===== config.mk =====
export PLATFORM = sky130hd
export DESIGN_NAME = cbor_stream_validator
export DESIGN_NICKNAME = d
export VERILOG_FILES = /design/src/rtl/cbv_pkg.sv /design/src/rtl/cbor_stream_validator.sv /design/src/rtl/cbv_front.sv /design/src/rtl/cbv_queue.sv /design/src/rtl/cbv_back.sv
export SDC_FILE = /design/constraint.sdc
export NUM_CORES = 2
export LEC_CHECK = 0
export ABC_AREA = 1
export CAP_MARGIN = 10
export CORE_MARGIN = 5
export CORE_UTILIZATION = 32
export CTS_CLUSTER_SIZE = 30
export DETAILED_ROUTE_END_ITERATION = 7
export DONT_BUFFER_PORTS = 1
export MAX_ROUTING_LAYER = met4
export PLACE_DENSITY_LB_ADDON = 0.3
export SLEW_MARGIN = 30
export SYNTH_ARGS = -nofsm -noshare
export SYNTH_HDL_FRONTEND = slang
export SYNTH_HIERARCHICAL = 1
export SYNTH_SLANG_ARGS = --single-unit
export TNS_END_PERCENT = 10

===== constraint.sdc =====
create_clock -name i_clk -period 13.3 [get_ports i_clk]
set_input_delay 2.66 -clock i_clk [delete_from_list [all_inputs] [get_ports i_clk]]
set_output_delay 2.66 -clock i_clk [all_outputs]
set_load 0.005 [all_outputs]

===== src/rtl/cbv_pkg.sv =====
// ----------------------------------------------------------------------------
// cbv_pkg
// Shared types and constants for the CBOR stream validator: channel words,
// the decoded byte that travels through the queue, and the code points used
// by the front and back parts.
// ----------------------------------------------------------------------------
package cbv_pkg;

    // Input word: one byte of the buffer and its end marker
    typedef struct packed {
        logic [7:0] data_byte;
        logic       last_byte;
    } t_in_word;

    // Result word
    typedef struct packed {
        logic [1:0] status;
        logic       valid_res;
        logic [4:0] nesting_depth;
    } t_out_word;

    // Status codes
    localparam logic [1:0] STAT_OPEN  = 2'd0;
    localparam logic [1:0] STAT_DONE  = 2'd1;
    localparam logic [1:0] STAT_ERROR = 2'd2;

    // Major types that need handling of their own
    localparam logic [2:0] MAJ_BSTR   = 3'd2;
    localparam logic [2:0] MAJ_TSTR   = 3'd3;
    localparam logic [2:0] MAJ_ARRAY  = 3'd4;
    localparam logic [2:0] MAJ_MAP    = 3'd5;
    localparam logic [2:0] MAJ_TAG    = 3'd6;
    localparam logic [2:0] MAJ_SIMPLE = 3'd7;

    // Additional info bounds
    localparam logic [4:0] INFO_MASK   = 5'h1F;
    localparam logic [4:0] INFO_EXT_LO = 5'd24;
    localparam logic [4:0] INFO_EXT_HI = 5'd27;

    // Head byte class, as seen by the front part
    typedef enum logic [1:0] {
        KIND_IMM    = 2'd0,   // argument held in the head itself
        KIND_EXT    = 2'd1,   // argument follows in 1, 2, 4 or 8 bytes
        KIND_SIMPLE = 2'd2,   // reserved info on a simple value: complete
        KIND_BAD    = 2'd3    // reserved info elsewhere: error
    } t_kind;

    // Queue entry: raw byte plus its head decode
    typedef struct packed {
        logic [7:0] data_byte;
        logic       last_byte;
        logic [2:0] major;
        logic [4:0] info;
        t_kind      kind;
        logic [3:0] ext_bytes;
    } t_dec;

    // Queue between front and back
    localparam int Q_DEPTH = 2;
    localparam int Q_AW    = $clog2(Q_DEPTH);
    localparam int Q_CW    = $clog2(Q_DEPTH + 1);

    // One open level: items still needed, as remaining * 2 + map_half
    typedef struct packed {
        logic [63:0] remaining;
        logic        map_half;
    } t_level;

endpackage


===== src/rtl/cbor_stream_validator.sv =====
// ----------------------------------------------------------------------------
// cbor_stream_validator
// Checks, one byte per word, that a buffer holds exactly one well-formed
// CBOR data item, with nesting kept on a stack of MAX_DEPTH levels.
//
//   channel  direction  handshake                  word
//   in       input      i_in_valid / o_in_ready    i_in_data  (t_in_word)
//   out      output     o_out_valid / i_out_ready  o_out_data (t_out_word)
//
// A byte passes the back part through execute and result when it completes
// no item; a completed item adds, for each stack level it touches, a read of
// the stack memory and an update or pop of the level, plus a further stack
// check when it completes the top-level item.
// The front accepts bytes into a 2-word queue while the back works.
// Reset is synchronous; the stack memory needs no clearing pass.
// A stalled output holds its word and the back part waits, the queue fills.
// ----------------------------------------------------------------------------
module cbor_stream_validator
    import cbv_pkg::*;
#(
    parameter int MAX_DEPTH = 16
) (
    input  logic      i_clk,
    input  logic      i_rst_n,
    input  logic      i_in_valid,
    output logic      o_in_ready,
    input  t_in_word  i_in_data,
    output logic      o_out_valid,
    input  logic      i_out_ready,
    output t_out_word o_out_data
);

    logic q_push;
    logic q_ready;
    logic q_valid;
    logic q_pop;
    t_dec front_entry;
    t_dec q_entry;

    // Classify incoming bytes
    cbv_front u_front (
        .i_in_valid (i_in_valid),
        .o_in_ready (o_in_ready),
        .i_in_data  (i_in_data),
        .o_push     (q_push),
        .i_q_ready  (q_ready),
        .o_entry    (front_entry)
    );

    // Buffer decoded bytes
    cbv_queue u_queue (
        .i_clk   (i_clk),
        .i_rst_n (i_rst_n),
        .i_push  (q_push),
        .i_entry (front_entry),
        .o_ready (q_ready),
        .o_valid (q_valid),
        .i_pop   (q_pop),
        .o_entry (q_entry)
    );

    // Execute and report
    cbv_back #(
        .MAX_DEPTH (MAX_DEPTH)
    ) u_back (
        .i_clk       (i_clk),
        .i_rst_n     (i_rst_n),
        .i_q_valid   (q_valid),
        .i_q_entry   (q_entry),
        .o_q_pop     (q_pop),
        .o_out_valid (o_out_valid),
        .i_out_ready (i_out_ready),
        .o_out_data  (o_out_data)
    );

endmodule


===== src/rtl/cbv_front.sv =====
// ----------------------------------------------------------------------------
// cbv_front
// Accepts input words and classifies each byte as a head: major type,
// additional info, argument class and length of the extended argument.
// ----------------------------------------------------------------------------
module cbv_front
    import cbv_pkg::*;
(
    input  logic     i_in_valid,
    output logic     o_in_ready,
    input  t_in_word i_in_data,
    output logic     o_push,
    input  logic     i_q_ready,
    output t_dec     o_entry
);

    logic [4:0] info;
    logic [2:0] major;

    assign major = i_in_data.data_byte[7:5];
    assign info  = i_in_data.data_byte[4:0] & INFO_MASK;

    // Accept whenever the queue has room
    assign o_in_ready = i_q_ready;
    assign o_push     = i_in_valid && i_q_ready;

    // Classify the byte as a head; the back part decides whether it is one
    always_comb begin
        o_entry.data_byte = i_in_data.data_byte;
        o_entry.last_byte = i_in_data.last_byte;
        o_entry.major     = major;
        o_entry.info      = info;
        o_entry.ext_bytes = 4'd1 << info[1:0];
        priority if (info < INFO_EXT_LO) begin
            o_entry.kind = KIND_IMM;
        end else if (info <= INFO_EXT_HI) begin
            o_entry.kind = KIND_EXT;
        end else if (major == MAJ_SIMPLE) begin
            o_entry.kind = KIND_SIMPLE;
        end else begin
            o_entry.kind = KIND_BAD;
        end
    end

endmodule


===== src/rtl/cbv_queue.sv =====
// ----------------------------------------------------------------------------
// cbv_queue
// Short queue of decoded bytes between the front and the back part.
// ----------------------------------------------------------------------------
module cbv_queue
    import cbv_pkg::*;
(
    input  logic i_clk,
    input  logic i_rst_n,
    input  logic i_push,
    input  t_dec i_entry,
    output logic o_ready,
    output logic o_valid,
    input  logic i_pop,
    output t_dec o_entry
);

    localparam logic [Q_AW-1:0] PTR_LAST = Q_AW'(Q_DEPTH - 1);
    localparam logic [Q_CW-1:0] CNT_FULL = Q_CW'(Q_DEPTH);

    t_dec            r_buf [Q_DEPTH];
    logic [Q_AW-1:0] r_wp;
    logic [Q_AW-1:0] r_rp;
    logic [Q_CW-1:0] r_cnt;

    assign o_ready = (r_cnt != CNT_FULL);
    assign o_valid = (r_cnt != '0);
    assign o_entry = r_buf[r_rp];

    // Store the word at the write pointer
    always_ff @(posedge i_clk) begin
        if (i_push) begin
            r_buf[r_wp] <= i_entry;
        end
    end

    // Advance pointers and count
    always_ff @(posedge i_clk) begin
        if (!i_rst_n) begin
            r_wp  <= '0;
            r_rp  <= '0;
            r_cnt <= '0;
        end else begin
            if (i_push) begin
                r_wp <= (r_wp == PTR_LAST) ? '0 : r_wp + 1'b1;
            end
            if (i_pop) begin
                r_rp <= (r_rp == PTR_LAST) ? '0 : r_rp + 1'b1;
            end
            unique case ({i_push, i_pop})
                2'b10:   r_cnt <= r_cnt + 1'b1;
                2'b01:   r_cnt <= r_cnt - 1'b1;
                default: r_cnt <= r_cnt;
            endcase
        end
    end

endmodule


===== src/rtl/cbv_back.sv =====
// ----------------------------------------------------------------------------
// cbv_back
// Carries out one decoded byte at a time: gathers extended arguments, skips
// string payloads, opens levels on the nesting stack and closes finished
// levels one per pass through the stack memory, then registers the result.
// ----------------------------------------------------------------------------
module cbv_back
    import cbv_pkg::*;
#(
    parameter int MAX_DEPTH = 16
) (
    input  logic      i_clk,
    input  logic      i_rst_n,
    input  logic      i_q_valid,
    input  t_dec      i_q_entry,
    output logic      o_q_pop,
    output logic      o_out_valid,
    input  logic      i_out_ready,
    output t_out_word o_out_data
);

    localparam int SW = $clog2(MAX_DEPTH + 1);
    localparam int AW = (MAX_DEPTH > 1) ? $clog2(MAX_DEPTH) : 1;
    localparam int DW = (SW < 5) ? SW : 5;
    localparam logic [SW-1:0] TOP_MAX = SW'(MAX_DEPTH);

    typedef enum logic [3:0] {
        BK_EXEC = 4'b0001,   // take a word from the queue and act on it
        BK_CRD  = 4'b0010,   // read the top level after a completed item
        BK_CUP  = 4'b0100,   // count the item against the top level
        BK_FIN  = 4'b1000    // form the result word
    } t_bk_state;

    // Control state
    t_bk_state   r_state, n_state;
    logic [SW-1:0] r_top, n_top;
    logic [2:0]  r_head_major, n_head_major;
    logic [3:0]  r_arg_left, n_arg_left;
    logic [63:0] r_arg, n_arg;
    logic [63:0] r_str_left, n_str_left;
    logic        r_item_done, n_item_done;
    logic        r_err, n_err;
    logic        r_out_valid, n_out_valid;

    // Payload state
    logic        r_done_now, n_done_now;
    logic        r_last, n_last;
    t_out_word   r_out_data, n_out_data;

    // Stack memory
    t_level      r_mem [MAX_DEPTH];
    t_level      r_rd_data;
    logic          mem_we;
    logic [AW-1:0] mem_wa;
    t_level        mem_wd;
    logic [SW-1:0] top_m1;
    logic [AW-1:0] rd_addr;

    // Decode helpers
    logic [63:0] arg_shift;
    logic        head_fin;
    logic [2:0]  fh_major;
    logic [63:0] fh_arg;
    logic        go_cpl;
    logic        do_open;
    t_level      open_lvl;
    logic        err_f;

    assign top_m1    = r_top - 1'b1;
    assign rd_addr   = top_m1[AW-1:0];
    assign arg_shift = {r_arg[55:0], i_q_entry.data_byte};

    assign o_out_valid = r_out_valid;
    assign o_out_data  = r_out_data;

    // Stack memory: one write and one registered read per cycle
    always_ff @(posedge i_clk) begin
        if (mem_we) begin
            r_mem[mem_wa] <= mem_wd;
        end
        r_rd_data <= r_mem[rd_addr];
    end

    // Next-state logic
    always_comb begin
        n_state      = r_state;
        n_top        = r_top;
        n_head_major = r_head_major;
        n_arg_left   = r_arg_left;
        n_arg        = r_arg;
        n_str_left   = r_str_left;
        n_item_done  = r_item_done;
        n_err        = r_err;
        n_done_now   = r_done_now;
        n_last       = r_last;
        n_out_valid  = r_out_valid && !i_out_ready;
        n_out_data   = r_out_data;
        mem_we       = 1'b0;
        mem_wa       = rd_addr;
        mem_wd       = '0;
        o_q_pop      = 1'b0;
        head_fin     = 1'b0;
        fh_major     = r_head_major;
        fh_arg       = arg_shift;
        go_cpl       = 1'b0;
        do_open      = 1'b0;
        open_lvl     = '0;
        err_f        = r_err || (r_last && !r_item_done);

        unique case (r_state)
            BK_EXEC: begin
                if (i_q_valid) begin
                    o_q_pop    = 1'b1;
                    n_last     = i_q_entry.last_byte;
                    n_done_now = 1'b0;
                    n_state    = BK_FIN;
                    priority if (r_err) begin
                        // drop bytes until the end of the buffer
                    end else if (r_item_done) begin
                        n_err = 1'b1;
                    end else if (r_arg_left != '0) begin
                        n_arg      = arg_shift;
                        n_arg_left = r_arg_left - 1'b1;
                        if (r_arg_left == 4'd1) begin
                            head_fin = 1'b1;
                            fh_major = r_head_major;
                            fh_arg   = arg_shift;
                        end
                    end else if (r_str_left != '0) begin
                        n_str_left = r_str_left - 1'b1;
                        if (r_str_left == 64'd1) begin
                            go_cpl = 1'b1;
                        end
                    end else begin
                        n_head_major = i_q_entry.major;
                        unique case (i_q_entry.kind)
                            KIND_IMM: begin
                                head_fin = 1'b1;
                                fh_major = i_q_entry.major;
                                fh_arg   = 64'(i_q_entry.info);
                            end
                            KIND_EXT: begin
                                n_arg_left = i_q_entry.ext_bytes;
                                n_arg      = '0;
                            end
                            KIND_SIMPLE: go_cpl = 1'b1;
                            KIND_BAD:    n_err  = 1'b1;
                        endcase
                    end

                    // Act on a finished head
                    if (head_fin) begin
                        unique case (fh_major)
                            MAJ_BSTR, MAJ_TSTR: begin
                                if (fh_arg == '0) begin
                                    go_cpl = 1'b1;
                                end else begin
                                    n_str_left = fh_arg;
                                end
                            end
                            MAJ_ARRAY: begin
                                if (fh_arg == '0) begin
                                    go_cpl = 1'b1;
                                end else begin
                                    do_open  = 1'b1;
                                    open_lvl = '{remaining: {1'b0, fh_arg[63:1]},
                                                 map_half: fh_arg[0]};
                                end
                            end
                            MAJ_MAP: begin
                                if (fh_arg == '0) begin
                                    go_cpl = 1'b1;
                                end else begin
                                    do_open  = 1'b1;
                                    open_lvl = '{remaining: fh_arg, map_half: 1'b0};
                                end
                            end
                            MAJ_TAG: begin
                                do_open  = 1'b1;
                                open_lvl = '{remaining: 64'd0, map_half: 1'b1};
                            end
                            default: go_cpl = 1'b1;
                        endcase
                    end

                    // Push a level, or flag the overflow
                    if (do_open) begin
                        if (r_top >= TOP_MAX) begin
                            n_err = 1'b1;
                        end else begin
                            mem_we = 1'b1;
                            mem_wa = r_top[AW-1:0];
                            mem_wd = open_lvl;
                            n_top  = r_top + 1'b1;
                        end
                    end

                    if (go_cpl) begin
                        n_state = BK_CRD;
                    end
                end
            end

            BK_CRD: begin
                if (r_top == '0) begin
                    n_item_done = 1'b1;
                    n_done_now  = 1'b1;
                    n_state     = BK_FIN;
                end else begin
                    n_state = BK_CUP;
                end
            end

            BK_CUP: begin
                // Pop a level whose last item just arrived, else count it down
                if (r_rd_data.map_half && (r_rd_data.remaining == '0)) begin
                    n_top   = r_top - 1'b1;
                    n_state = BK_CRD;
                end else begin
                    mem_we = 1'b1;
                    mem_wa = rd_addr;
                    if (r_rd_data.map_half) begin
                        mem_wd = '{remaining: r_rd_data.remaining, map_half: 1'b0};
                    end else begin
                        mem_wd = '{remaining: r_rd_data.remaining - 64'd1,
                                   map_half: 1'b1};
                    end
                    n_state = BK_FIN;
                end
            end

            BK_FIN: begin
                if (!r_out_valid || i_out_ready) begin
                    n_out_valid = 1'b1;
                    n_out_data.status        = err_f ? STAT_ERROR :
                                               (r_done_now ? STAT_DONE : STAT_OPEN);
                    n_out_data.valid_res     = r_last && r_item_done && !err_f;
                    n_out_data.nesting_depth = 5'(r_top[DW-1:0]);
                    n_err   = err_f;
                    n_state = BK_EXEC;
                    // End of buffer: back to the reset state
                    if (r_last) begin
                        n_top        = '0;
                        n_head_major = '0;
                        n_arg_left   = '0;
                        n_arg        = '0;
                        n_str_left   = '0;
                        n_item_done  = 1'b0;
                        n_err        = 1'b0;
                    end
                end
            end

            default: n_state = BK_EXEC;
        endcase
    end

    // Control registers
    always_ff @(posedge i_clk) begin
        if (!i_rst_n) begin
            r_state      <= BK_EXEC;
            r_top        <= '0;
            r_head_major <= '0;
            r_arg_left   <= '0;
            r_arg        <= '0;
            r_str_left   <= '0;
            r_item_done  <= 1'b0;
            r_err        <= 1'b0;
            r_out_valid  <= 1'b0;
        end else begin
            r_state      <= n_state;
            r_top        <= n_top;
            r_head_major <= n_head_major;
            r_arg_left   <= n_arg_left;
            r_arg        <= n_arg;
            r_str_left   <= n_str_left;
            r_item_done  <= n_item_done;
            r_err        <= n_err;
            r_out_valid  <= n_out_valid;
        end
    end

    // Payload registers
    always_ff @(posedge i_clk) begin
        r_done_now <= n_done_now;
        r_last     <= n_last;
        r_out_data <= n_out_data;
    end

endmodule


==> results.txt <==
grt ovf: 0
clk_skew: 0.05008 ns
number of synthesized flops with an enable pin: 1096
area of the mapped netlist: 55280 um2
Max Freq: 162.3 MHz
Tot Pwr: 13950 uW
hold_buf cts: 0
CP delay by family, top: simple AND/OR/NAND/NOR gates
Worst Path Buf+Inv: 6
Longest Clk Path Bufs: 3
Lkg Pwr: 0.01875 uW
routing usage on met2: 27.43%
peak supply drop: 218.4 uV
initial antenna violation count: 1
Worst-path clk slew: 0.06 ns
share of synthesized flip-flops with an asynchronous set or reset: 0%
Antenna diodes: 0
initial DRC count: 4407
Slew @ Worst Pin: 1.344 ns
Ports: 23
Slew HR: 10.41%
first-pass GRT wire length: 245200 um
Post-synth top flop: edfxtp_1
largest net degree at the start of global routing: 215
Residual DRC: 0
clock net sink count: 1305
CP cell instances: mux2_2 > inv_1 > nand2_1 > nor2_1 > nand3_2 > buf_4 > inv_2 > nand2_1 > o21ai_1 > inv_2 > nor2_1 > inv_2 > o21bai_2 > nand2_2 > nand4_4 > o21ai_1 > nand2_1 > nor2_4 > buf_4
Final Critical Period: 6.163 ns
final setup vio count: 0
Synthesized Nets: 4979
Port Buffers: 0
cell area power density: 223.0 nW/um2
Min-Delay Path Class: register to register
CP Class: register to register
Worst-Skew Late Latency: 0.78 ns
Pre-antenna DRT Iters: 6
Avg WL per Cell: 22.76 um
MaxCap Viol Count: 0
clock root buffer: clkbuf_16
postcts setup bufs: 0
Yosys Warn Count: 6
most common cell in the netlist: edfxtp_1
starting density of the core: 32.19%
Yosys cell types: 54
Total GRT Usage: 18.31%
layout cell share with drive strength beyond 1: 8.589%
vias in the first global route: 36.55k
Detail Route Antenna Nets: 0
Synth area leaders: edfxtp_1 (60%), dfxtp_1 (7.6%), nor2_1 (5.6%), o21ai_0 (5.5%), nand2_1 (3.5%)
post-CTS sizing: 0
Worst EP required: 13.67 ns
area of the die: 181200 um2
drt total wl: 166000 um
launching element type of the critical path: register
Slew Viols, Final: 0
crit-path max FO: 84
most crowded layer after global routing: met2
Seq/Total Area, Yosys: 67.10%
status: finished, final reports clean
via count: 39.21k
final hold violations: 0
DR vias/cell: 5.377
area leader, netlist: edfxtp_1
fin nets: 4889
Yosys reg bits: 1305
CTS tree: built
flop-to-flop setup slack: 7.14 ns
synth cell count leaders: edfxtp_1 (1096), nor2_1 (822), o21ai_0 (612), nand2_1 (515), clkbuf_1 (270)
DPL Wire Length: 98850 um
fin crit share: 46.34%
core footprint: 171700 um2
met1 usage: 25.49%
CTS Buf Count: 141
die width: 425.6 um
met3 Usage GRT: 2.871%
RSZ-0062 raised after global routing: no
Area Overhead vs Synth: 13.13%
Synth top area share: 59.53%
std cell rows: 152
Worst Path Arrival: 6.54 ns
setup TNS: 0 ns
RePlAce Congestion: 0.9931
post-synthesis cell count: 4956
syn avg cell area: 11.15 um2
Critical Path End Type: register
Crit-path slowest cell: nor2_4
Max stage delay on crit path: 0.87 ns
Chip Height: 425.6 um
H-tree lvl count: 4
==> cell usage in the layout (no fill, tap or decap), drive strengths merged, types with 2 or more instances in the layout <==
cell / count
bufinv: 6
nand3b: 2
o221ai: 197
dfxtp: 209
a31oi: 3
a211oi: 7
ha: 10
xor2: 57
o211ai: 90
nor3: 49
nand4: 31
clkinvlp: 5
nor2: 833
edfxtp: 1096
xnor2: 55
clkbuf: 198
o22ai: 140
or2: 2
o21ai: 636
a21oi: 155
clkinv: 53
o41ai: 11
and3: 2
o31ai: 5
buf: 101
inv: 207
nand2: 522
nor4: 18
nand3: 248
mux2: 23
==> registers in the layout (all words and copies together), names as in the netlist, 2 cells and up, named ones only <==
| signal | flops |
|---|---|
| u_queue/r_cnt | 2 |
| u_back/r_top | 5 |
| u_queue/r_buf | 46 |
| u_back/o_out_data | 8 |
| u_back/r_arg | 56 |
| u_back/r_rd_data | 65 |
| u_back/r_mem | 1040 |
| u_back/r_head_major | 3 |
| u_back/r_str_left | 64 |
| u_back/r_arg_left | 4 |
| u_back/r_state | 4 |
==> tightest hold or removal path, delay by kind of cell, from the launching register on <==
kind                   cells  cell delay, ns
flip-flops                 1            0.29
buffers and inverters      1            0.07
AO/OA/AOI/OAI              1            0.06
==> where the power goes <==
| group | switching [uW] | internal (uW) |
|---|---|---|
| clock network | 1630 | 2170 |
| logic | 3760 | 1470 |
| registers | 305 | 4600 |
==> path summary, 6_finish.rpt <==
path,startpoint,cells after the start,to
worst min register to register,u_back/r_head_major[2],2,u_back/r_head_major[2]
worst max-delay path,register,19,u_back/r_mem[3][60]
worst max register to register,register,19,u_back/r_mem[3][60]
worst min-delay path,u_back/r_head_major[2],2,u_back/r_head_major[2]
==> logic make-up (layout without fill, tap and decap cells) <==
kind of cell,count (synthesis),after routing,share of synthesized area (%)
compound gates,1252,1252,13.66
xor+xnor,112,112,1.774
fa+ha+maj,10,10,0.2263
buf+inv,543,570,3.943
flops,1305,1305,67.10
mux,24,24,0.4866
simple gates,1710,1710,12.80
==> through the flow <==
step                      instances  hold slack (ns)  instance area (um2)  utilization (%)  setup slack [ns]
after floorplan                4956           0.4315                55280                -             5.945
after CTS                      7292           0.4702                62490            36.39             7.134
after detailed placement       7032           0.4600                57970            33.76             6.567
after global routing           7293           0.4855                62540            36.42             6.788
after global placement         7028           0.4560                57790            33.65             6.553
final                          7293           0.4743                62540            36.42             7.137
==> area by class of cell <==
class,count,area (um2)
clock buffers,198,3864
clock inverters,62,658.1
fillers,16780,109200
inverters,209,814.5
multi-input cells,3108,16310
flip-flops and latches,1305,37100
well taps,2310,2890
repair buffers,101,908.4
==> routing by layer <==
metal	up-vias	wire, um
met5	-	0
met4	0	5457
li1	17850	-
met3	308	11170
met1	19580	74320
met2	1481	75050
Power figures use the tool's default switching activity.
